[src/design/rlepd_pkg.sv]
`timescale 1ns / 1ps
`default_nettype none
// ----------------------------------------------------------------------------
// rlepd_pkg
// Shared types and constants of the run-length pixel row decoder.
// ----------------------------------------------------------------------------
package rlepd_pkg;

  localparam int CFG_DATA_W  = 16;
  localparam int CFG_INDEX_W = 3;

  localparam logic [CFG_INDEX_W-1:0] CFG_LINE_LEFT   = 3'd0;
  localparam logic [CFG_INDEX_W-1:0] CFG_LINE_RIGHT  = 3'd1;
  localparam logic [CFG_INDEX_W-1:0] CFG_LINE_ROW    = 3'd2;
  localparam logic [CFG_INDEX_W-1:0] CFG_DRAW_ENABLE = 3'd3;
  localparam logic [CFG_INDEX_W-1:0] CFG_ALPHA_MODE  = 3'd4;
  localparam logic [CFG_INDEX_W-1:0] CFG_MAP_WIDTH   = 3'd5;
  localparam logic [CFG_INDEX_W-1:0] CFG_FILL_SHIFT  = 3'd6;

  localparam int WIDTH_W  = 14;
  localparam int OFFSET_W = 15;
  localparam logic [WIDTH_W-1:0] MAX_WIDTH = 14'd8192;

  // remainder unit: one dividend bit a cycle
  localparam int REM_STEPS = OFFSET_W;
  localparam int REM_CNT_W = 4;

  localparam logic [6:0] RUN_MASK = 7'h7f;
  localparam int         REPEAT_BIT = 7;

  localparam logic [2:0] PH_HEADER = 3'd0;
  localparam logic [2:0] PH_BYTE0  = 3'd1;
  localparam logic [2:0] PH_BYTE1  = 3'd2;
  localparam logic [2:0] PH_BYTE2  = 3'd3;
  localparam logic [2:0] PH_PIXEL  = 3'd4;
  localparam logic [2:0] PH_DONE   = 3'd7;

  typedef struct packed {
    logic       new_line;
    logic [7:0] data_byte;
  } in_item_t;

  typedef struct packed {
    logic               span_valid;
    logic signed [15:0] span_first;
    logic signed [15:0] span_last;
    logic signed [15:0] span_row;
    logic        [23:0] span_color;
    logic        [7:0]  span_alpha;
    logic               span_blend;
    logic               pass_done;
    logic               replay_needed;
  } out_item_t;

  typedef struct packed {
    logic step;
    logic row_start;
    logic div_start;
  } ctrl_cmd_t;

  typedef struct packed {
    logic hold_valid;
    logic hold_new_line;
    logic draw_start;
    logic out_free;
    logic div_busy;
  } ctrl_sts_t;

endpackage
`default_nettype wire

[src/design/rlepd_rem.sv]
`timescale 1ns / 1ps
`default_nettype none
// ----------------------------------------------------------------------------
// rlepd_rem
// Restoring remainder unit: fill offset modulo map width, one bit a cycle.
// ----------------------------------------------------------------------------
module rlepd_rem (
  input  wire logic                          clk,
  input  wire logic                          rst,
  input  wire logic                          start,
  input  wire logic [rlepd_pkg::OFFSET_W-1:0] dividend,
  input  wire logic [rlepd_pkg::WIDTH_W-1:0]  divisor,
  output logic                               busy,
  output logic [rlepd_pkg::WIDTH_W-1:0]      rem
);

  logic [rlepd_pkg::REM_CNT_W-1:0] cnt;
  logic [rlepd_pkg::OFFSET_W-1:0]  dvd;
  logic [rlepd_pkg::WIDTH_W-1:0]   dsr;
  logic [rlepd_pkg::WIDTH_W:0]     r_shift;
  logic [rlepd_pkg::WIDTH_W:0]     r_next;

  always_comb begin
    r_shift = {rem, dvd[rlepd_pkg::OFFSET_W-1]};
    if (r_shift >= {1'b0, dsr}) begin
      r_next = r_shift - {1'b0, dsr};
    end else begin
      r_next = r_shift;
    end
  end

  always_ff @(posedge clk) begin
    if (rst) begin
      busy <= 1'b0;
      cnt  <= '0;
    end else if (start) begin
      busy <= 1'b1;
      cnt  <= rlepd_pkg::REM_CNT_W'(rlepd_pkg::REM_STEPS - 1);
    end else if (busy) begin
      cnt <= cnt - 1'b1;
      if (cnt == '0) begin
        busy <= 1'b0;
      end
    end
  end

  always_ff @(posedge clk) begin
    if (start) begin
      rem <= '0;
      dvd <= dividend;
      dsr <= divisor;
    end else if (busy) begin
      rem <= r_next[rlepd_pkg::WIDTH_W-1:0];
      dvd <= {dvd[rlepd_pkg::OFFSET_W-2:0], 1'b0};
    end
  end

`ifndef SYNTHESIS
  a_start_busy: assert property (@(posedge clk) disable iff (rst) start |=> busy)
    else $error("remainder unit not busy after start");
  a_rem_below: assert property (@(posedge clk) disable iff (rst)
    busy |-> (rem < dsr))
    else $error("partial remainder not below divisor");
`endif

endmodule
`default_nettype wire

[src/design/rlepd_ctrl.sv]
`timescale 1ns / 1ps
`default_nettype none
// ----------------------------------------------------------------------------
// rlepd_ctrl
// Sequencer: issues a decode step per held beat, or runs the offset
// remainder first when a drawn row starts.
// ----------------------------------------------------------------------------
module rlepd_ctrl (
  input  wire logic                 clk,
  input  wire logic                 rst,
  input  wire rlepd_pkg::ctrl_sts_t sts,
  output rlepd_pkg::ctrl_cmd_t      cmd
);

  typedef enum logic [2:0] {
    ST_RUN  = 3'b001,
    ST_DIV  = 3'b010,
    ST_EMIT = 3'b100
  } state_t;

  state_t state, state_next;

  always_comb begin
    state_next = state;
    cmd        = '0;
    case (state)
      ST_RUN: begin
        if (sts.hold_valid) begin
          if (sts.hold_new_line && sts.draw_start) begin
            cmd.div_start = 1'b1;
            state_next    = ST_DIV;
          end else if (sts.out_free) begin
            cmd.step      = 1'b1;
            cmd.row_start = sts.hold_new_line;
          end
        end
      end
      ST_DIV: begin
        if (!sts.div_busy) begin
          state_next = ST_EMIT;
        end
      end
      ST_EMIT: begin
        if (sts.out_free) begin
          cmd.step      = 1'b1;
          cmd.row_start = 1'b1;
          state_next    = ST_RUN;
        end
      end
      default: begin
        state_next = ST_RUN;
      end
    endcase
  end

  always_ff @(posedge clk) begin
    if (rst) begin
      state <= ST_RUN;
    end else begin
      state <= state_next;
    end
  end

`ifndef SYNTHESIS
  a_div_enters: assert property (@(posedge clk) disable iff (rst)
    cmd.div_start |=> (state == ST_DIV) && sts.div_busy)
    else $error("remainder not running after row start");
`endif

endmodule
`default_nettype wire

[src/design/rlepd_dp.sv]
`timescale 1ns / 1ps
`default_nettype none
// ----------------------------------------------------------------------------
// rlepd_dp
// Datapath: configuration, input hold stage, run decode and span clipping,
// pass tracking and the result register.
// ----------------------------------------------------------------------------
module rlepd_dp (
  input  wire logic                                clk,
  input  wire logic                                rst,
  input  wire logic                                cfg_we,
  input  wire logic [rlepd_pkg::CFG_INDEX_W-1:0]   cfg_index,
  input  wire logic [rlepd_pkg::CFG_DATA_W-1:0]    cfg_data,
  input  wire logic                                in_valid,
  output logic                                     in_ready,
  input  wire rlepd_pkg::in_item_t                 in_data,
  output logic                                     out_valid,
  input  wire logic                                out_ready,
  output rlepd_pkg::out_item_t                     out_data,
  input  wire rlepd_pkg::ctrl_cmd_t                cmd,
  output rlepd_pkg::ctrl_sts_t                     sts,
  output logic                                     div_start,
  output logic [rlepd_pkg::OFFSET_W-1:0]           div_dividend,
  output logic [rlepd_pkg::WIDTH_W-1:0]            div_divisor,
  input  wire logic                                div_busy,
  input  wire logic [rlepd_pkg::WIDTH_W-1:0]       div_rem
);

  // configuration
  logic signed [15:0]                line_left;
  logic signed [15:0]                line_right;
  logic signed [15:0]                line_row;
  logic                              draw_enable;
  logic                              alpha_mode;
  logic [rlepd_pkg::WIDTH_W-1:0]     map_width;
  logic [rlepd_pkg::OFFSET_W-1:0]    fill_shift;

  // decode state
  logic [2:0]         byte_phase,   byte_phase_next;
  logic [7:0]         run_left,     run_left_next;
  logic               run_repeat,   run_repeat_next;
  logic [23:0]        color_gather, color_gather_next;
  logic signed [16:0] cur_x,        cur_x_next;
  logic signed [16:0] pass_origin,  pass_origin_next;
  logic               skipping,     skipping_next;

  logic                 hold_valid;
  rlepd_pkg::in_item_t  hold_item;
  rlepd_pkg::out_item_t res;

  logic [rlepd_pkg::WIDTH_W-1:0] eff_w;
  logic                          draw_start;
  logic                          out_free;

  // step operands after optional row start
  logic [2:0]         ph_e;
  logic [7:0]         rl_e;
  logic               rep_e;
  logic [23:0]        col_e;
  logic signed [16:0] cx_e;
  logic signed [16:0] org_e;
  logic               skip_e;

  logic [7:0]         b;
  logic [7:0]         n;
  logic signed [17:0] n18;
  logic signed [17:0] w18;
  logic signed [17:0] l18;
  logic signed [17:0] r18;
  logic signed [17:0] lo18;
  logic signed [17:0] hi18;
  logic signed [17:0] cx_adv;
  logic signed [17:0] org_adv;
  logic [7:0]         rl_dec;

  always_comb begin
    if (map_width == '0) begin
      eff_w = rlepd_pkg::WIDTH_W'(1);
    end else if (map_width > rlepd_pkg::MAX_WIDTH) begin
      eff_w = rlepd_pkg::MAX_WIDTH;
    end else begin
      eff_w = map_width;
    end
  end

  assign draw_start   = draw_enable && (line_left <= line_right);
  assign out_free     = !out_valid || out_ready;
  assign in_ready     = !hold_valid || cmd.step;
  assign div_start    = cmd.div_start;
  assign div_dividend = fill_shift;
  assign div_divisor  = eff_w;

  always_comb begin
    sts.hold_valid    = hold_valid;
    sts.hold_new_line = hold_item.new_line;
    sts.draw_start    = draw_start;
    sts.out_free      = out_free;
    sts.div_busy      = div_busy;
  end

  // operands: fresh row state or the stored one
  always_comb begin
    if (cmd.row_start) begin
      ph_e   = rlepd_pkg::PH_HEADER;
      rl_e   = '0;
      rep_e  = 1'b0;
      col_e  = '0;
      skip_e = !draw_start;
      if (draw_start) begin
        org_e = {line_left[15], line_left} - $signed({3'b000, div_rem});
      end else begin
        org_e = '0;
      end
      cx_e = org_e;
    end else begin
      ph_e   = byte_phase;
      rl_e   = run_left;
      rep_e  = run_repeat;
      col_e  = color_gather;
      skip_e = skipping;
      org_e  = pass_origin;
      cx_e   = cur_x;
    end
  end

  always_comb begin
    b       = hold_item.data_byte;
    n       = rep_e ? rl_e : 8'd1;
    n18     = $signed({10'd0, n});
    w18     = $signed({4'd0, eff_w});
    l18     = {{2{line_left[15]}}, line_left};
    r18     = {{2{line_right[15]}}, line_right};
    cx_adv  = {cx_e[16], cx_e} + n18;
    org_adv = {org_e[16], org_e} + w18;
    rl_dec  = rep_e ? 8'd0 : (rl_e - 8'd1);
    lo18    = ($signed({cx_e[16], cx_e}) < l18) ? l18 : $signed({cx_e[16], cx_e});
    hi18    = ((cx_adv - 18'sd1) > r18) ? r18 : (cx_adv - 18'sd1);

    byte_phase_next   = ph_e;
    run_left_next     = rl_e;
    run_repeat_next   = rep_e;
    color_gather_next = col_e;
    cur_x_next        = cx_e;
    pass_origin_next  = org_e;
    skipping_next     = skip_e;
    res               = '0;

    case (ph_e)
      rlepd_pkg::PH_HEADER: begin
        run_repeat_next   = b[rlepd_pkg::REPEAT_BIT];
        run_left_next     = {1'b0, b[6:0] & rlepd_pkg::RUN_MASK} + 8'd1;
        color_gather_next = '0;
        byte_phase_next   = rlepd_pkg::PH_BYTE0;
      end
      rlepd_pkg::PH_BYTE0: begin
        color_gather_next = col_e | {16'd0, b};
        byte_phase_next   = rlepd_pkg::PH_BYTE1;
      end
      rlepd_pkg::PH_BYTE1: begin
        color_gather_next = col_e | {8'd0, b, 8'd0};
        byte_phase_next   = rlepd_pkg::PH_BYTE2;
      end
      rlepd_pkg::PH_BYTE2: begin
        color_gather_next = col_e | {b, 16'd0};
        byte_phase_next   = rlepd_pkg::PH_PIXEL;
      end
      rlepd_pkg::PH_PIXEL: begin
        if (!skip_e && (lo18 <= hi18)) begin
          res.span_valid = 1'b1;
          res.span_first = lo18[15:0];
          res.span_last  = hi18[15:0];
          res.span_row   = line_row;
          res.span_color = col_e;
          if (alpha_mode) begin
            res.span_alpha = b;
            res.span_blend = 1'b1;
          end
        end
        cur_x_next    = cx_adv[16:0];
        run_left_next = rl_dec;
        if (rl_dec != 8'd0) begin
          byte_phase_next   = rlepd_pkg::PH_BYTE0;
          color_gather_next = '0;
        end else begin
          byte_phase_next = rlepd_pkg::PH_HEADER;
          if (cx_adv >= org_adv) begin
            res.pass_done = 1'b1;
            if (skip_e) begin
              byte_phase_next = rlepd_pkg::PH_DONE;
            end else begin
              pass_origin_next = org_adv[16:0];
              if (org_adv <= r18) begin
                res.replay_needed = 1'b1;
                cur_x_next        = org_adv[16:0];
              end else begin
                byte_phase_next = rlepd_pkg::PH_DONE;
              end
            end
          end
        end
      end
      default: begin
        // row finished: drop the beat
      end
    endcase
  end

  always_ff @(posedge clk) begin
    if (rst) begin
      line_left   <= '0;
      line_right  <= '0;
      line_row    <= '0;
      draw_enable <= 1'b0;
      alpha_mode  <= 1'b0;
      map_width   <= rlepd_pkg::WIDTH_W'(1);
      fill_shift  <= '0;
    end else if (cfg_we) begin
      case (cfg_index)
        rlepd_pkg::CFG_LINE_LEFT:   line_left   <= cfg_data;
        rlepd_pkg::CFG_LINE_RIGHT:  line_right  <= cfg_data;
        rlepd_pkg::CFG_LINE_ROW:    line_row    <= cfg_data;
        rlepd_pkg::CFG_DRAW_ENABLE: draw_enable <= cfg_data[0];
        rlepd_pkg::CFG_ALPHA_MODE:  alpha_mode  <= cfg_data[0];
        rlepd_pkg::CFG_MAP_WIDTH:   map_width   <= cfg_data[rlepd_pkg::WIDTH_W-1:0];
        rlepd_pkg::CFG_FILL_SHIFT:  fill_shift  <= cfg_data[rlepd_pkg::OFFSET_W-1:0];
        default: begin
        end
      endcase
    end
  end

  always_ff @(posedge clk) begin
    if (rst) begin
      byte_phase   <= rlepd_pkg::PH_HEADER;
      run_left     <= '0;
      run_repeat   <= 1'b0;
      color_gather <= '0;
      cur_x        <= '0;
      pass_origin  <= '0;
      skipping     <= 1'b1;
    end else if (cmd.step) begin
      byte_phase   <= byte_phase_next;
      run_left     <= run_left_next;
      run_repeat   <= run_repeat_next;
      color_gather <= color_gather_next;
      cur_x        <= cur_x_next;
      pass_origin  <= pass_origin_next;
      skipping     <= skipping_next;
    end
  end

  always_ff @(posedge clk) begin
    if (rst) begin
      hold_valid <= 1'b0;
    end else if (in_valid && in_ready) begin
      hold_valid <= 1'b1;
    end else if (cmd.step) begin
      hold_valid <= 1'b0;
    end
  end

  always_ff @(posedge clk) begin
    if (in_valid && in_ready) begin
      hold_item <= in_data;
    end
  end

  always_ff @(posedge clk) begin
    if (rst) begin
      out_valid <= 1'b0;
    end else if (cmd.step) begin
      out_valid <= 1'b1;
    end else if (out_ready) begin
      out_valid <= 1'b0;
    end
  end

  always_ff @(posedge clk) begin
    if (cmd.step) begin
      out_data <= res;
    end
  end

`ifndef SYNTHESIS
  a_step_room: assert property (@(posedge clk) disable iff (rst)
    cmd.step |-> hold_valid && out_free)
    else $error("decode step without held beat or result room");
  a_span_order: assert property (@(posedge clk) disable iff (rst)
    (out_valid && out_data.span_valid) |-> (out_data.span_first <= out_data.span_last))
    else $error("span ends out of order");
`endif

endmodule
`default_nettype wire

[src/design/rle_pixelmap_row_decoder.sv]
`timescale 1ns / 1ps
`default_nettype none
// ----------------------------------------------------------------------------
// rle_pixelmap_row_decoder
// Run-length decoder for one 32bpp pixelmap row, giving clipped span commands.
// ----------------------------------------------------------------------------
// Input channel (in_valid/in_ready/in_data) takes one compressed byte a beat;
// new_line marks the first byte of a row. Every input beat yields exactly one
// result beat on out_valid/out_ready/out_data, in order.
// A beat is held in an input register and decoded from there into the
// result register once that is free, one beat a cycle sustained while the
// receiver keeps up and no drawn row start is running the remainder unit.
// A row-start beat with drawing on first runs the fill offset modulo map
// width through a bit-serial remainder unit, one offset bit a cycle,
// before the beat is decoded into the result register.
// Configuration is written through cfg_we/cfg_index/cfg_data, one register
// per cycle, only while no beat is in flight: a rule for the user, unchecked.
// Reset returns config and decode registers to defaults; the decoder consumes
// bytes as a non-drawing row at origin 0 until a new_line beat arrives.
// When the receiver stalls, the result register holds and one more input
// beat is taken into the input register; after that in_ready drops.
// ----------------------------------------------------------------------------
module rle_pixelmap_row_decoder (
  input  wire logic                              clk,
  input  wire logic                              rst,
  input  wire logic                              cfg_we,
  input  wire logic [rlepd_pkg::CFG_INDEX_W-1:0] cfg_index,
  input  wire logic [rlepd_pkg::CFG_DATA_W-1:0]  cfg_data,
  input  wire logic                              in_valid,
  output logic                                   in_ready,
  input  wire rlepd_pkg::in_item_t               in_data,
  output logic                                   out_valid,
  input  wire logic                              out_ready,
  output rlepd_pkg::out_item_t                   out_data
);

  rlepd_pkg::ctrl_cmd_t cmd;
  rlepd_pkg::ctrl_sts_t sts;

  logic                           div_start;
  logic [rlepd_pkg::OFFSET_W-1:0] div_dividend;
  logic [rlepd_pkg::WIDTH_W-1:0]  div_divisor;
  logic                           div_busy;
  logic [rlepd_pkg::WIDTH_W-1:0]  div_rem;

  rlepd_ctrl u_ctrl (
    .clk (clk),
    .rst (rst),
    .sts (sts),
    .cmd (cmd)
  );

  rlepd_dp u_dp (
    .clk          (clk),
    .rst          (rst),
    .cfg_we       (cfg_we),
    .cfg_index    (cfg_index),
    .cfg_data     (cfg_data),
    .in_valid     (in_valid),
    .in_ready     (in_ready),
    .in_data      (in_data),
    .out_valid    (out_valid),
    .out_ready    (out_ready),
    .out_data     (out_data),
    .cmd          (cmd),
    .sts          (sts),
    .div_start    (div_start),
    .div_dividend (div_dividend),
    .div_divisor  (div_divisor),
    .div_busy     (div_busy),
    .div_rem      (div_rem)
  );

  rlepd_rem u_rem (
    .clk      (clk),
    .rst      (rst),
    .start    (div_start),
    .dividend (div_dividend),
    .divisor  (div_divisor),
    .busy     (div_busy),
    .rem      (div_rem)
  );

endmodule
`default_nettype wire

[config.mk]
export PLATFORM = sky130hd
export DESIGN_NAME = rle_pixelmap_row_decoder
export DESIGN_NICKNAME = d
export VERILOG_FILES = /design/src/design/rlepd_pkg.sv /design/src/design/rlepd_rem.sv /design/src/design/rlepd_ctrl.sv /design/src/design/rlepd_dp.sv /design/src/design/rle_pixelmap_row_decoder.sv
export SDC_FILE = /design/constraint.sdc
export NUM_CORES = 1
export LEC_CHECK = 0
export ABC_AREA = 1
export BUFFER_PORTS_ARGS = -buffer_cell sky130_fd_sc_hd__buf_2
export CORE_ASPECT_RATIO = 1.25
export CORE_UTILIZATION = 50
export CTS_CLUSTER_DIAMETER = 120
export DETAILED_ROUTE_END_ITERATION = 10
export PLACE_DENSITY = 0.68
export SYNTH_ARGS = -nofsm -noshare
export SYNTH_HDL_FRONTEND = slang
export SYNTH_SLANG_ARGS = --single-unit
[constraint.sdc]
create_clock -name clk -period 25.3 [get_ports clk]
set_clock_uncertainty 0.05 [all_clocks]
set_input_delay 1.265 -clock clk [delete_from_list [all_inputs] [get_ports clk]]
set_output_delay 1.265 -clock clk [all_outputs]
set_load 0.01 [all_outputs]
=== Word-level counts from Yosys, hierarchy flattened ===
Cells that the tools add are included.

* Input port bits: 33
* Flip-flop bits (word level): 296
* Word-level logic and storage cells: 164
* Output and inout port bits: 86

* Eq/ne operators: 17
* Add/subtract/negate cells: 8
* Reductions and logical operators: 31
* Mux-type cells: 61
* Bitwise logic cells: 5
* Order comparisons: 8

{| class="wikitable"
|+ Operators by type and width
! cell !! number
|-
| 17-bit 2-to-1 mux || 12
|-
| 24-bit one-hot mux with 5 select lines || 1
|-
| 82-bit 2-to-1 mux || 1
|-
| 24-bit 2-to-1 mux || 2
|-
| 14-bit 2-to-1 mux || 3
|-
| 18-bit 2-to-1 mux || 2
|-
| 15-bit 2-to-1 mux || 2
|-
| 3-bit 2-to-1 mux || 10
|-
| 8-bit 2-to-1 mux || 3
|-
| 24-bit by 16-bit OR with 24-bit output || 1
|-
| 24-bit OR || 1
|-
| 24-bit by 8-bit OR with 24-bit output || 1
|-
| 17-bit by 15-bit adder with 18-bit output || 1
|-
| 17-bit by 9-bit adder with 18-bit output || 1
|-
| 18-bit >= comparator || 1
|-
| 18-bit by 16-bit > comparator with 1-bit output || 1
|-
| 18-bit by 16-bit less-or-equal comparator with 1-bit output || 1
|-
| 18-bit less-or-equal comparator || 1
|-
| 18-bit by 2-bit subtractor with 18-bit output (second input constant) || 1
|-
| 17-bit by 16-bit less-than comparator with 1-bit output || 1
|-
| 16-bit by 15-bit subtractor with 17-bit output || 1
|-
| 16-bit less-or-equal comparator || 1
|-
| 8-bit one-hot mux with 2 select lines || 1
|-
| 2-bit AND reduction || 8
|-
| other kinds (31) || 72
|}

=== Depth between registers and ports, before layout ===
Gate-level depths: netlist (run 1).

* Depth in word-level cells: 15
* Mapped depth: 67

=== Hierarchy ===
From an unflattened synthesis (run 1), not the netlist that was laid out.

* Cell total of the unflattened synthesis: 2502
* Area, all modules: 18780.5 um^2

{| class="wikitable"
|+ Modules (own cells, without submodules)
! module !! area each (um^2) !! seq. area each (um^2) !! cells each !! times used
|-
| rlepd_dp || 15718.8 || 5835.6 || 2099 || 1
|-
| rlepd_rem || 2845.2 || 1251.2 || 371 || 1
|-
| rlepd_ctrl || 216.5 || 60.1 || 32 || 1
|}

=== Worst setup path before layout (run 1) ===
OpenSTA, ideal clock, no wires.

* Path type: input-to-reg
* Start point: in out_ready
* End point: reg, netlist name u_dp.out_data[82]
* Stages on the path: 52
* Library setup time: 0.260 ns
* Required time: 24.990 ns
* Data arrival time: 7.809 ns
* Buffers on the path: 5
* Setup slack: 17.181 ns
* Cell sequence: nor2_1 -> nor2_1 -> inv_1 -> nand2_4 -> buf_6 -> nor2_4 -> inv_2 -> clkbuf_1 -> nor2_1 -> ha_1 -> nand3_1 -> and2_1 -> nor2_1 -> o21ai_0 -> nand2_1 -> or2_2 -> and2_1 -> clkbuf_1 -> [... 16 more ...] -> nand3_1 -> xnor2_1 -> nand2_1 -> inv_1 -> buf_2 -> nand2_1 -> o21ai_1 -> ha_1 -> a21oi_1 -> nor2_1 -> a211oi_1 -> o221a_2 -> nand3_1 -> nand2_1 -> nand3_1 -> nand2_2 -> buf_2 -> nor2_1

* Word-level cells in the longest chain between the ends: 14
* Elaborated cells between the ends (all ways): 23
* Classes of those cells: add/sub: 2; order compare: 3; eq/ne: 1; mux: 13; reduce/logical: 4

{| class="wikitable"
|+ RTL lines
! element !! line !! RTL
|-
| start, declared || rle_pixelmap_row_decoder.sv:33 || <nowiki>input wire logic out_ready,</nowiki>
|-
| 1-bit logical OR (*) || rlepd_dp.sv:87 || <nowiki>assign out_free = !out_valid || out_ready;</nowiki>
|-
| 2-bit 2-to-1 mux || rlepd_ctrl.sv:32 || <nowiki>end else if (sts.out_free) begin</nowiki>
|-
| 2-bit 2-to-1 mux || rlepd_ctrl.sv:29 || <nowiki>if (sts.hold_new_line && sts.draw_start) begin</nowiki>
|-
| 3-bit 2-to-1 mux || rlepd_ctrl.sv:28 || <nowiki>if (sts.hold_valid) begin</nowiki>
|-
| 2-bit one-hot mux with 2 select lines (*) || rlepd_ctrl.sv:26 || <nowiki>case (state)</nowiki>
|-
| 8-bit 2-to-1 mux or 1-bit 2-to-1 mux (tied branches) || rlepd_dp.sv:103 || <nowiki>if (cmd.row_start) begin</nowiki>
|-
| 8-bit 2-to-1 mux || rlepd_dp.sv:128 || <nowiki>n = rep_e ? rl_e : 8'd1;</nowiki>
|-
| 17-bit by 9-bit adder with 18-bit output || rlepd_dp.sv:133 || <nowiki>cx_adv = {cx_e[16], cx_e} + n18;</nowiki>
|-
| 18-bit by 2-bit subtractor with 18-bit output || rlepd_dp.sv:137 || <nowiki>hi18 = ((cx_adv - 18'sd1) > r18) ? r18 : (cx_adv - 18'sd1);</nowiki>
|-
| 18-bit by 16-bit > comparator with 1-bit output || rlepd_dp.sv:137 ||
|-
| 18-bit 2-to-1 mux || rlepd_dp.sv:137 ||
|-
| 18-bit less-or-equal comparator || rlepd_dp.sv:168 || <nowiki>if (!skip_e && (lo18 <= hi18)) begin</nowiki>
|-
| 1-bit logical AND || rlepd_dp.sv:168 ||
|-
| 2-bit AND reduction (no source line) || - ||
|}

Every way passes the cells marked *; elsewhere a longest branch is shown, timed or not.
A chain may end at the register's enable or synchronous reset.

=== Worst setup path after layout (run 1) ===
* Start point: reg u_dp.line_right[5]
* End point: reg, netlist name u_dp.out_data[14]

* Word-level cells in the longest chain between the ends: 15
* Elaborated cells between the ends (all ways): 26
* Classes of those cells: add/sub: 2; order compare: 4; eq/ne: 1; mux: 13; reduce/logical: 6

{| class="wikitable"
|+ RTL lines
! element !! line !! RTL
|-
| start, declared || rlepd_dp.sv:31 || <nowiki>logic signed [15:0] line_right;</nowiki>
|-
| start signal, assigned || rlepd_dp.sv:220 || <nowiki>rlepd_pkg::CFG_LINE_RIGHT: line_right <= cfg_data;</nowiki>
|-
| 16-bit less-or-equal comparator || rlepd_dp.sv:86 || <nowiki>assign draw_start = draw_enable && (line_left <= line_right);</nowiki>
|-
| 1-bit logical AND || rlepd_dp.sv:86 ||
|-
| 1-bit logical AND || rlepd_ctrl.sv:29 ||
|-
| 2-bit 2-to-1 mux || rlepd_ctrl.sv:29 ||
|-
| 3-bit 2-to-1 mux || rlepd_ctrl.sv:28 ||
|-
| 2-bit one-hot mux with 2 select lines || rlepd_ctrl.sv:26 ||
|-
| 8-bit 2-to-1 mux or 1-bit 2-to-1 mux (tied branches) || rlepd_dp.sv:103 ||
|-
| 8-bit 2-to-1 mux || rlepd_dp.sv:128 ||
|-
| 17-bit by 9-bit adder with 18-bit output || rlepd_dp.sv:133 ||
|-
| 18-bit by 2-bit subtractor with 18-bit output || rlepd_dp.sv:137 ||
|-
| 18-bit by 16-bit > comparator with 1-bit output || rlepd_dp.sv:137 ||
|-
| 18-bit 2-to-1 mux || rlepd_dp.sv:137 ||
|-
| 18-bit less-or-equal comparator || rlepd_dp.sv:168 ||
|-
| 1-bit logical AND || rlepd_dp.sv:168 ||
|-
| 2-bit AND reduction (no source line) || - ||
|}

Parallel ways exist; a longest one is shown, timed or not.

==> reports/results.md, run 1 <==
| Result | Reported |
|:---|:---|
| Outcome | finished clean |
| 1st-iter DRT viols | 1446 |
| Net count, final | 2690 |
| Aggregate negative setup slack | 0 ns |
| Insertion delay to the later sink of the worst-skew pair | 0.55 ns |
| Per-cell via count in the routed design | 5.59 |
| Reg-to-reg slack, setup | 15.20 ns |
| Sequential area share after synthesis | 38.6% |
| Synthesized Nets | 2615 |
| Combinational fraction of design power | 34.5% |
| Relative contribution of the clock network to total power | 30.5% |
| Number of detailed-routing iterations run before antenna repair | 6 |
| Via count | 16800 |
| Count of final max-slew check failures | 0 |
| Total count of hold-check failures in the final report | 0 |
| TritonCTS clock tree | yes |
| Max-Slew Margin vs Limit | 25.2% |
| Switching part of the total power | 37.5% |
| Critical path peak fanout | 73 |
| Destination of the worst hold path | u_dp.line_row[1] |
| Combined area of all synthesized cells | 0.0185 mm2 |
| Area overhead of the layout relative to synthesis | 10.5% |
| Top-Level Pins | 119 |
| Initial antenna violation count | 1 |
| Clock-pin slew on the worst setup and hold paths | 0.06 ns |
| Number of flops mapped to enable cells by yosys | 122 |
| Worst vdd rail ir drop | 51.6 uV |
| H-tree depth reported by CTS | 2 |
| Transition time of the tightest slew-check pin | 1.12 ns |
| Routed length per instance | 18.7 um |
| Hold buffer count at cts | 0 |
| Final Util | 56.2% |
| Clock buffer count from CTS | 34 |
| Number of global-route vias before repair | 15900 |
| Hold Startpoint | u_dp.line_row[1] |
| Delay of the slowest cell on the worst path | 0.62 ns |
| Standard cell with the maximum stage delay on the critical path | buf_4 |
| Setup crit end kind | register |
| Syn. warnings | 0 |
| Class of the tightest hold or removal check | reg -> reg |
| Number of port buffers | 118 |
| Clock sinks | 296 |
| Number of routed nets with antenna violations | 0 |
| Post-detailed-routing wire length | 56.0 mm |
| Sum of overflow across all layers after global routing | 0 |
| Hpwl dp | 42.4 mm |
| Avg Cell Area, Syn | 7.66 um2 |
| Highest achievable clock rate | 0.0990 GHz |
| Number of different library cells in the post-synthesis netlist | 62 |
| Core Area | 0.0364 mm2 |
| Number of synthesized register bits | 296 |
| Cell depth of the worst flop-to-flop path | 56 |
| Final setup viols | 0 |
| Global-route total usage across every layer | 29.6% |
| Top FF cell, synth | dfxtp_1 |
| Depth of the worst hold-timing path | 2 |
| Total inserted antenna cells | 0 |
| Maximum buffer depth of the clock tree | 3 |
| Data arrival time of the critical path | 10.29 ns |
| Portion of the clock cycle consumed by the worst path in the final layout | 39.9% |
| Reg2reg start | u_dp.line_right[5] |
| Shortest clock period the worst path allows after layout | 10.10 ns |
| Fraction of layout instances using a drive strength above 1 | 10.2% |
| Commonest non-fill, non-tap cells in the layout | nand2_1, inv_1, a21oi_1, o21ai_0, nor2_1 |
| Int Pwr | 970 uW |
| Post-cts gate resize count | 0 |
| FILL cells | 3453 |
| Residual DRC | 0 |
| Area enclosed by the die boundary | 0.0378 mm2 |
| Final instance count without filler cells | 3000 |
| RSZ-0062 raised after global routing | no |
| Leakage power of the design | 0.00947 uW |
| Net Sw Power | 583 uW |
| Worst setup path category | reg -> reg |
| Share of total power in sequential cells | 35.0% |
| Critical Path Most Common Cell | nand2_1 |
| Placement Rows | 78 |
| Gp weighted congestion | 0.982 |
| Share of flip-flops with an asynchronous set or reset | 0% |
| Count of placed standard cells including taps | 2939 |
| Crit start category | register |
| Critical path data required time | 25.49 ns |
| Power density over the cells | 75.8 mW/mm2 |
| Max-capacitance violation count | 0 |
| Die height | 217 um |
| Floorplan die width | 174 um |
| Post-CTS Setup Repair Bufs | 0 |
| Endpoint of the worst register-to-register path | u_dp.out_data[14] |
| Clk root buf | clkbuf_16 |
| Synthesized netlist cell count | 2420 |
| Initial Utilization | 50.9% |
| Most common library cell in the layout ignoring fill and taps | nand2_1 |
| Maximum number of pins on one net before global-route repair | 115 |
| First-pass GRT wire length | 86.9 mm |
[per-layer routing]
metal | GRT usage (%) | vias to the layer above | wire, um
met5 | 0 | - | 0
met1 | 36.9 | 7795 | 23600
li1 | - | 8229 | -
met4 | 17.5 | 0 | 3520
met2 | 48.8 | 597 | 25700
met3 | 3.91 | 154 | 3210
[how the worst max path moves through the flow]
stage / from / to / cells past startpoint
3_5_place_dp: out_ready / u_dp.out_data[17] / 49
3_3_place_gp: out_ready / u_dp.out_data[64] / 46
6_report: u_dp.line_right[5] / u_dp.out_data[14] / 56
5_1_grt: u_dp.line_right[15] / u_dp.out_data[64] / 56
4_1_cts: u_dp.line_right[15] / u_dp.out_data[14] / 56
2_1_floorplan: out_ready / u_dp.out_data[82] / 52
[worst max-delay path, delay by kind of cell, from the launching register on]
family / cells / cell delay [ns]
flops: 1 / 0.38
xor+xnor: 1 / 0.07
buf+inv: 8 / 1.73
fa+ha+maj: 4 / 1.31
simple gates: 35 / 5.02
compound gates: 8 / 1.16
[cells in the mapped netlist, drive strengths merged (8+ instances only)]
| master | number | share of area (%) |
|---|---|---|
| inv | 388 | 7.9 |
| or2 | 10 | 0.34 |
| nor3 | 24 | 0.80 |
| o21ai | 270 | 7.7 |
| edfxtp | 122 | 20 |
| a221oi | 8 | 0.38 |
| xor2 | 34 | 1.7 |
| dfxtp | 174 | 19 |
| nand2 | 404 | 8.4 |
| nand3 | 80 | 2.2 |
| o211ai | 43 | 1.7 |
| o21bai | 15 | 0.61 |
| nor2 | 246 | 5.3 |
| ha | 158 | 11 |
| xnor2 | 16 | 0.76 |
| a22oi | 14 | 0.57 |
| buf | 27 | 0.88 |
| nand4 | 25 | 0.88 |
| a21oi | 242 | 6.6 |
| clkbuf | 60 | 1.2 |
[metrics by stage]
stage	power, uW	cell area [um2]	setup WS [ns]	hold WS [ns]
final	1550	20500	15.20	0.403
after global placement	1070	19400	15.61	0.389
after floorplan	938	18500	17.18	0.380
after CTS	1550	20500	15.34	0.403
after detailed placement	1080	19400	15.33	0.394
after global routing	1650	20500	14.20	0.419
[sequential cells by signal (all words and copies together), names as in the netlist, 3 cells and up]
signal,cells
u_dp.run_left,8
u_rem.dvd,15
u_dp.byte_phase,3
u_dp.b,8
u_dp.out_data,84
u_dp.div_dividend,15
u_dp.pass_origin,17
u_ctrl.state,3
u_dp.line_row,16
u_rem.cnt,4
u_rem.dsr,14
u_dp.map_width,14
u_dp.color_gather,24
u_dp.line_left,16
u_dp.line_right,16
u_dp.cur_x,17
u_rem.rem,14
[logic make-up after synthesis]
kind of cell             after synthesis  synth area share, %
buffers and inverters                475                 10.0
AO/OA/AOI/OAI                        632                 19.3
flip-flops                           296                 38.6
AND/OR/NAND/NOR                      805                 18.6
XOR/XNOR                              50                 2.48
adder cells (fa/ha/maj)              162                 11.1
[layout make-up]
cell class                 count  area [um2]  area share, %
multi-input combinational   1649        9540           46.6
clock buffer                  45         942           4.60
inverter                     388        1470           7.17
timing repair buffer         126         651           3.18
sequential                   296        7150           34.9
clock inverter                16         124          0.605
tap                          480         601           2.93
[power groups by stage]
stage	Sequential (uW)	Combinational (uW)	Clock [uW]
2_1_floorplan	556	382	0
3_3_place_gp	553	514	0
3_5_place_dp	553	527	0
4_1_cts	544	529	481
5_1_grt	546	605	499
6_report	544	535	473
Power figures use the tool's default switching activity.
==> run 2: changes to the inputs <==
==> constraint.sdc (replaced) <==
create_clock -name clk -period 9.4 [get_ports clk]
set_clock_uncertainty 0.05 [all_clocks]
set_input_delay 0.47 -clock clk [delete_from_list [all_inputs] [get_ports clk]]
set_output_delay 0.47 -clock clk [all_outputs]
set_load 0.01 [all_outputs]
==> run 2 against run 1 <==
Non-clock buffer count is 40 higher. Global-route usage is 0.89 points higher. Total power grew to 2.8 times the previous value. Sequential share of layout area is 0.79 points lower. Clock power grew to 2.7 times the previous value. Setup slack worse by 14 ns. Die area stayed put. First-iteration DRC count is 18% lower. Critical endpoint is now u_dp.out_data[56].
==> reports/results.md, run 2 (synthesized netlist as in run 1, its figures left out) <==
| Result | Reported | Change |
|:---|:---|:---|
| Area of the multi-input gates | 0.00960 mm2 | +0.62% |
| Critical path peak fanout | 23 | -68% |
| Area enclosed by the die boundary | 0.0378 mm2 | unchanged |
| Post-detailed-routing wire length | 59.8 mm | +6.8% |
| Critical Path Most Common Cell | nand2_1 |  |
| Standard cell with the maximum stage delay on the critical path | ha_1 |  |
| Initial Utilization | 50.9% | unchanged |
| Final setup viols | 0 | unchanged |
| Count of final max-slew check failures | 0 | unchanged |
| Hpwl dp | 43.0 mm | +1.4% |
| Clock sinks | 296 | unchanged |
| Sequential Area | 0.00715 mm2 | unchanged |
| Core Area | 0.0364 mm2 | unchanged |
| Worst setup path category | reg -> reg |  |
| Sum of overflow across all layers after global routing | 0 | unchanged |
| Most common library cell in the layout ignoring fill and taps | nand2_1 |  |
| H-tree depth reported by CTS | 1 | -1 |
| Worst-case setup slack after placement | 0.492 ns | -14.83 ns |
| Placement Rows | 78 | unchanged |
| Routed length per instance | 19.7 um | +5.5% |
| Number of port buffers | 118 | unchanged |
| Outcome | finished clean |  |
| Max-Slew Margin vs Limit | 29.6% | +4.4 points |
| Residual DRC | 0 | unchanged |
| Max-capacitance violation count | 0 | unchanged |
| Number of global-route vias before repair | 16200 | +2.3% |
| Total inserted antenna cells | 0 | unchanged |
| Highest achievable clock rate | 0.116 GHz | +17% |
| Initial antenna violation count | 3 | +2 |
| Class of the tightest hold or removal check | in -> reg |  |
| Reg-to-reg slack, setup | 0.78 ns | -14.42 ns |
| Commonest non-fill, non-tap cells in the layout | nand2_1, inv_1, a21oi_1 |  |
| Fraction of layout instances using a drive strength above 1 | 11.7% | +1.6 points |
| Floorplan die width | 174 um | unchanged |
| Aggregate negative setup slack | 0 ns | unchanged |
| Insertion delay to the later sink of the worst-skew pair | 0.61 ns | +0.06 ns |
| Global-route total usage across every layer | 30.5% | +0.89 points |
| First-pass GRT wire length | 89.7 mm | +3.2% |
| Leakage power of the design | 0.00971 uW | +2.5% |
| Setup crit end kind | register |  |
| Largest register by flop count | u_dp.out_data |  |
| Number of detailed-routing iterations run before antenna repair | 7 | +1 |
| Power density over the cells | 206 mW/mm2 | +170% |
| TritonCTS clock tree | yes |  |
| Transition time of the tightest slew-check pin | 1.06 ns | -0.0663 ns |
| Portion of the clock cycle consumed by the worst path in the final layout | 91.7% | +52 points |
| Maximum number of pins on one net before global-route repair | 97 | -16% |
| Shortest clock period the worst path allows after layout | 8.62 ns | -1.48 ns |
| Fin Hold WS | 0.0909 ns | -0.312 ns |
| Gp weighted congestion | 0.983 | +0.12% |
| Total count of hold-check failures in the final report | 0 | unchanged |
| Maximum buffer depth of the clock tree | 3 | unchanged |
| RSZ-0062 raised after global routing | no |  |
| Area overhead of the layout relative to synthesis | 13.0% |  |
| FILL cells | 3416 | -1.1% |
| Top flop regs | u_dp.out_data x84, u_dp.color_gather x24 |  |
| Net count, final | 2727 | +1.4% |
| Via count | 17000 | +1.4% |
| Clk root buf | clkbuf_16 |  |
| Worst vdd rail ir drop | 193 uV | +270% |
| Per-cell via count in the routed design | 5.60 | +0.21% |
| Crit start category | register |  |
| Clock-pin slew on the worst setup and hold paths | 0.07 ns | about the same |
| Data arrival time of the critical path | 8.91 ns | -1.38 ns |
| Setup WS post-layout | 0.779 ns | -14.42 ns |
| Clock buffer count from CTS | 31 | -8.8% |
| Delay of the slowest cell on the worst path | 0.35 ns | -0.27 ns |
| Top-Level Pins | 119 | unchanged |
| Critical path data required time | 9.69 ns | -15.80 ns |
| Die height | 217 um | unchanged |
| Number of routed nets with antenna violations | 0 | unchanged |
| Largest register FFs | 84 | unchanged |
| 1st-iter DRT viols | 1190 | -18% |
run 2: cell types whose count changed in the layout (fill, tap and decap cells not counted), moves of 5 or more:
cell           before  now
clkbuf_8            5    0
buf_4               8   30
o21ai_0           240  235
dlygate4sd3_1       0    9
run 2: through the flow:
| stage | power (uW) | utilization (%) | cells | instance area [um2] |
|---|---|---|---|---|
| 6_report | 4310 | 57.5 | 3037 | 20900 |
| 5_1_grt | 4560 | 57.5 | 3037 | 20900 |
| 3_3_place_gp | 2900 | 53.7 | 2954 | 19500 |
| 3_5_place_dp | 2930 | 53.7 | 2954 | 19500 |
| 4_1_cts | 4210 | 56.8 | 3021 | 20700 |
| 2_1_floorplan | 2520 | - | 2420 | 18500 |
run 2: final cells by class:
type / count / area share (%)
Clock buffer: 34 / 3.76
Clock inverter: 24 / 1.24
Inverter: 388 / 7.04
Multi-Input combinational cell: 1649 / 45.8
Sequential cell: 296 / 34.1
Tap cell: 480 / 2.87
Timing Repair Buffer: 166 / 5.17
run 2: layer usage:
| layer | vias to the layer above | share of wire (%) | global-route usage (%) | routed length, um |
|---|---|---|---|---|
| li1 | 8307 | - | - | - |
| met1 | 7902 | 41 | 37.1 | 24200 |
| met2 | 628 | 46 | 51.2 | 27300 |
| met3 | 176 | 7.2 | 4.47 | 4300 |
| met4 | 4 | 6.5 | 17.8 | 3910 |
| met5 | - | 0.045 | 0 | 27 |
run 2: what timing repair did:
item / 4_1_cts / 5_1_grt
gates resized for setup: 0 / 23
buffers inserted: 0 / 9
endpoints found under the hold margin: 9 / 0
setup endpoints to repair: 0 / 82
hold buffers: 9 / 0
run 2: worst paths after layout:
check	endpoint	start	cells after the start
worst max register to register	u_dp.out_data[56]	u_dp.line_right[15]	57
worst min-delay path	u_dp.hold_valid	in_valid	3
worst min register to register	u_dp.div_dividend[0]	u_dp.div_dividend[0]	2
worst max-delay path	u_dp.out_data[56]	u_dp.line_right[15]	57
run 2: worst max-delay path, delay by kind of cell, from the launching register on:
family,cells,cell delay (ns)
flops,1,0.32
simple gates,35,4.35
compound gates,7,0.97
fa+ha+maj,4,1.28
buf+inv,10,1.27
xor+xnor,1,0.07
run 2: where the power goes:
part	switching, uW	internal (uW)
logic	1040	528
clock network	561	721
registers	41.3	1420
total	1640	2670
